$ cat config.mk
export PLATFORM = sky130hd
export DESIGN_NAME = cpps_ctrl
export DESIGN_NICKNAME = d
export VERILOG_FILES = /design/src/rtl/cpps_pkg.sv /design/src/rtl/cpps_ctrl.sv
export VERILOG_INCLUDE_DIRS = /design/src /design/src/rtl
export SDC_FILE = /design/constraint.sdc
export NUM_CORES = 1
export LEC_CHECK = 0
export ABC_AREA = 0
export BUFFER_PORTS_ARGS = -buffer_cell sky130_fd_sc_hd__buf_4
export CAP_MARGIN = 40
export CELL_PAD_IN_SITES_DETAIL_PLACEMENT = 0
export CELL_PAD_IN_SITES_GLOBAL_PLACEMENT = 1
export CORE_AREA = 2 2 39 41
export DETAILED_ROUTE_END_ITERATION = 10
export DIE_AREA = 0 0 41 43
export PLACE_DENSITY = 0.6
export SLEW_MARGIN = 10
export SYNTH_ARGS = -nofsm -noshare
export SYNTH_HDL_FRONTEND = slang
export SYNTH_SLANG_ARGS = --single-unit
$ cat constraint.sdc
create_clock -name clock -period 1.7 [get_ports clock]
set_input_delay 0.17 -clock clock [delete_from_list [all_inputs] [get_ports clock]]
set_output_delay 0.17 -clock clock [all_outputs]
set_load 0.02 [all_outputs]
$ cat src/rtl/convex_polygon_pixel_shader_top_defines.svh
// assertion macros for the convex polygon pixel shader
// used by the controller and datapath modules, no other dependencies
`ifndef CONVEX_POLYGON_PIXEL_SHADER_TOP_DEFINES_SVH
`define CONVEX_POLYGON_PIXEL_SHADER_TOP_DEFINES_SVH

// same-cycle implication
`define CPPS_ASSERT_NOW(lbl, clk, rst, ante, cons) \
   lbl: assert property (@(posedge clk) disable iff (rst) (ante) |-> (cons)) \
      else $error("cpps assertion failed");

// next-cycle implication
`define CPPS_ASSERT_NEXT(lbl, clk, rst, ante, cons) \
   lbl: assert property (@(posedge clk) disable iff (rst) (ante) |=> (cons)) \
      else $error("cpps assertion failed");

`endif

$ cat src/rtl/cpps_pkg.sv
// shared types and constants for the convex polygon pixel shader
// no dependencies
package cpps_pkg;

   localparam int MAX_VERTICES_DEF   = 32;
   localparam int FRACTION_BITS_DEF  = 6;
   localparam int MAX_IMAGE_SIZE     = 1024;

   localparam int COORD_W = 16;
   localparam int PIXEL_W = 10;
   localparam int OWIDTH_W = 4;
   localparam int HEIGHT_W = 11;
   localparam int CSR_DATA_W = 11;

   localparam logic [OWIDTH_W-1:0] OWIDTH_RESET = 4'd2;
   localparam logic [HEIGHT_W-1:0] HEIGHT_RESET = 11'd1000;

   localparam logic CSR_IDX_OWIDTH = 1'b0;
   localparam logic CSR_IDX_HEIGHT = 1'b1;

   typedef enum logic [1:0] {
      FUNC_START  = 2'd0,
      FUNC_APPEND = 2'd1,
      FUNC_QUERY  = 2'd2
   } func_type;

   localparam logic [1:0] COLOUR_NONE  = 2'd0;
   localparam logic [1:0] COLOUR_BLUE  = 2'd1;
   localparam logic [1:0] COLOUR_BLACK = 2'd2;

   typedef struct packed {
      logic start_poly;
      logic append;
      logic query_start;
      logic rd_issue;
      logic load_simple;
      logic load_query;
   } cmd_type;

   typedef struct packed {
      logic full;
      logic empty;
      logic rd_last;
      logic done;
   } sts_type;

endpackage

$ cat src/rtl/cpps_ctrl.sv
// controller state machine for the convex polygon pixel shader
// depends on cpps_pkg and the assertion macro header
`include "convex_polygon_pixel_shader_top_defines.svh"

module cpps_ctrl
   import cpps_pkg::*;
(
   input  logic       clock,
   input  logic       reset,
   input  logic       req_tvalid,
   output logic       req_tready,
   input  logic [1:0] req_func,
   output logic       rsp_tvalid,
   input  logic       rsp_tready,
   output cmd_type    cmd,
   input  sts_type    sts
);

   typedef enum logic [1:0] {
      ST_IDLE,
      ST_RUN,
      ST_WAIT,
      ST_FIN
   } state_type;

   state_type state_ff, state_in;
   logic      rsp_valid_ff, rsp_valid_in;
   logic      out_free;
   logic      accept;

   assign out_free   = !rsp_valid_ff || rsp_tready;
   assign req_tready = (state_ff == ST_IDLE) && out_free;
   assign accept     = req_tvalid && req_tready;
   assign rsp_tvalid = rsp_valid_ff;

   always_comb begin
      cmd          = '0;
      state_in     = state_ff;
      rsp_valid_in = rsp_valid_ff && !rsp_tready;
      case (state_ff)
         ST_IDLE: begin
            if (accept) begin
               case (req_func)
                  FUNC_START: begin
                     cmd.start_poly  = 1'b1;
                     cmd.load_simple = 1'b1;
                     rsp_valid_in    = 1'b1;
                  end
                  FUNC_APPEND: begin
                     cmd.append      = 1'b1;
                     cmd.load_simple = 1'b1;
                     rsp_valid_in    = 1'b1;
                  end
                  FUNC_QUERY: begin
                     cmd.query_start = 1'b1;
                     state_in        = sts.empty ? ST_FIN : ST_RUN;
                  end
                  default: begin
                     cmd.load_simple = 1'b1;
                     rsp_valid_in    = 1'b1;
                  end
               endcase
            end
         end
         ST_RUN: begin
            cmd.rd_issue = 1'b1;
            if (sts.rd_last) begin
               state_in = ST_WAIT;
            end
         end
         ST_WAIT: begin
            if (sts.done) begin
               state_in = ST_FIN;
            end
         end
         ST_FIN: begin
            if (out_free) begin
               cmd.load_query = 1'b1;
               rsp_valid_in   = 1'b1;
               state_in       = ST_IDLE;
            end
         end
         default: begin
            state_in = ST_IDLE;
         end
      endcase
   end

   always_ff @(posedge clock) begin
      if (reset) begin
         state_ff     <= ST_IDLE;
         rsp_valid_ff <= 1'b0;
      end else begin
         state_ff     <= state_in;
         rsp_valid_ff <= rsp_valid_in;
      end
   end

   `CPPS_ASSERT_NOW(a_accept_idle, clock, reset, req_tvalid && req_tready, state_ff == ST_IDLE)
   `CPPS_ASSERT_NOW(a_one_load, clock, reset, cmd.load_query, !cmd.load_simple && !cmd.rd_issue)
   `CPPS_ASSERT_NEXT(a_run_next, clock, reset, state_ff == ST_RUN,
                     state_ff == ST_RUN || state_ff == ST_WAIT)
   `CPPS_ASSERT_NEXT(a_empty_query, clock, reset,
                     accept && req_func == FUNC_QUERY && sts.empty, state_ff == ST_FIN)

endmodule

==> results.toml <==
[global_routing]
grt_pass1_vias = 339
grt_max_degree = 5
grt_usage_pct = 11.2
grt_pass1_wl_mm = 1.32
overflow = 0
grt_antenna_before_repair = 0

[sta]
fmax_ghz = 0.630
post-route-period-util_pct = 93.4
finalCriticalPeriod_ns = 1.59
drv_slew = 0
setup_violations = 0
tns_ns = 0
final_hold_viol_count = 0
worstMarginPinSlew_ns = 0.436
fin_skew_ns = 0.00126
rsz0062_at_grt = "false"
holdWs_ns = 0.108
slew_headroom_pct = 70.6

[clock_tree]
clockRootBuffer = "clkbuf_4"
tritoncts = "done"
cts_hold_buf = 0
clkLatencyLatePin_ns = 0.23
htree_levels = 1
clock_sinks = 3
cts_buffers = 3
cts_setup_buffers = 0
clk_pin_slew_worst_paths_ns = 0.04
clock_path_buffers = 2

[setup_path]
crit_fanout = 4
required_ns = 1.53
cp.arrival_ns = 1.42
ff2ff_setup_slack_ns = 0.18
worstSetupEndpointType = "output port"
startpoint_type = "flip-flop"
critPathKind = "reg2out"

[place]
dp_hpwl_um = 605
place_area_um2 = 448
io_buffers = 16
gp_congestion = 0.687

[synthesis]
syn-mean-instance-area_um2 = 8.13
ys_seq_area_share_pct = 20.5
ys_seq_elements = 3
yosysUniqueCellTypes = 19
synthFlopType = "dfxtp_1"
ys_warn_count = 0
syn-num-nets = 51
syn-cell-area_um2 = 293
synth_edf_count = 0
syn_inst = 36
async_flop_share_pct = 0

[floorplanning]
die_y_um = 43
std_cell_rows = 14
core_um2 = 1380
fp.dieW_um = 41
design.die.area_um2 = 1760
start_util_pct = 21.2
pin_count = 18

[cells_and_area]
final_util_pct = 36.3
fin_area_um2 = 503
layout_common_cells = "buf_4 (18), ha_1 (4)"
area_growth_pct = 71.8
drive_gt1_share_pct = 53.4
mostFrequentLayoutCell = "buf_4"
nNetsFinal = 74
fill_cells = 152
diodes = 0

[routing]
wl_um = 724
wl_per_cell_um = 9.78
dr_total_vias = 332
drt_iter0_markers = 4
drc = 0
vias_per_cell = 4.49
ant_nets = 0
drt_pre_antenna_iters = 4

[min_path]
min_path_type = "in2reg"

[power]
leakage_nw = 0.238
p_total_mw = 0.808
ir_worst_vdd_v = 0.000617
powerDensity_nw_per_um2 = 1610

[status]
outcome = "finished clean"

[job]
timing.max_cap.violations = 0
## cell type report
type / instances / area, um^2 / area share [%]
clock buffers: 4 / 26.3 / 5.22
repair buffers: 18 / 135 / 26.9
multi-input cells: 28 / 241 / 48.0
well taps: 16 / 20.0 / 3.98
flip-flops and latches: 3 / 61.3 / 12.2
inverters: 5 / 18.8 / 3.73
## where the power goes
part	leakage (nW)	internal [mW]	switching (mW)
Sequential	0.0251	0.103	0.0338
Combinational	0.198	0.270	0.274
Clock	0.0150	0.0881	0.0393
Total	0.238	0.461	0.347
## sequential cells by signal (all words and copies together), names as in the netlist
register,count
rsp_tvalid,1
state_ff,2
## path summary, 6_finish.rpt
kind	from	endpoint	cells past startpoint
max	state_ff[0]$_SDFFE_PP0P_	cmd[4]	7
min	reset	state_ff[0]$_SDFFE_PP0P_	2
min reg2reg	state_ff[0]$_SDFFE_PP0P_	state_ff[0]$_SDFFE_PP0P_	2
max reg2reg	state_ff[0]$_SDFFE_PP0P_	state_ff[1]$_SDFFE_PP0P_	6
## logic make-up after synthesis
kind of cell	after synthesis	share of synthesized area (%)
AND/OR/NAND/NOR	13	27.4
AO/OA/AOI/OAI	9	20.9
buffers and inverters	5	6.41
multiplexers	1	3.42
adder cells (fa/ha/maj)	5	21.4
flip-flops	3	20.5
## worst max-delay path, stage by stage, from the launching register on
cell	delay [ns]
dfxtp_2	0.33
inv_2	0.05
buf_4	0.11
ha_4	0.13
and2_4	0.14
nand2_2	0.08
nor3b_2	0.17
buf_4	0.16
## Yosys cell counts, drive strengths merged (2+ instances only)
master	instances	area share, %
ha	5	21
nand2	2	2.6
o21ai	3	5.1
nor2b	2	6.8
nor2	3	3.8
a311oi	2	6.0
inv	5	6.4
a21oi	2	3.4
dfxtp	3	21
## timing repair
action,CTS,global route
resized for setup,4,5
setup endpoints to repair,4,6
pin swaps,0,1
## per-stage QoR
stage	instances	setup slack, ns
detailed placement	70	0.102
finish	74	0.112
CTS	74	0.0152
floorplan	36	0.00660
global route	74	0.0333
global placement	70	0.0750
## layer usage
metal,up-vias,global-route usage [%],part of all wire [%]
li1,174,-,-
met1,145,11.2,42
met2,13,17.5,50
met3,0,4.71,8.4
met4,0,8.00,0
met5,-,0,0
Power figures use the tool's default switching activity.
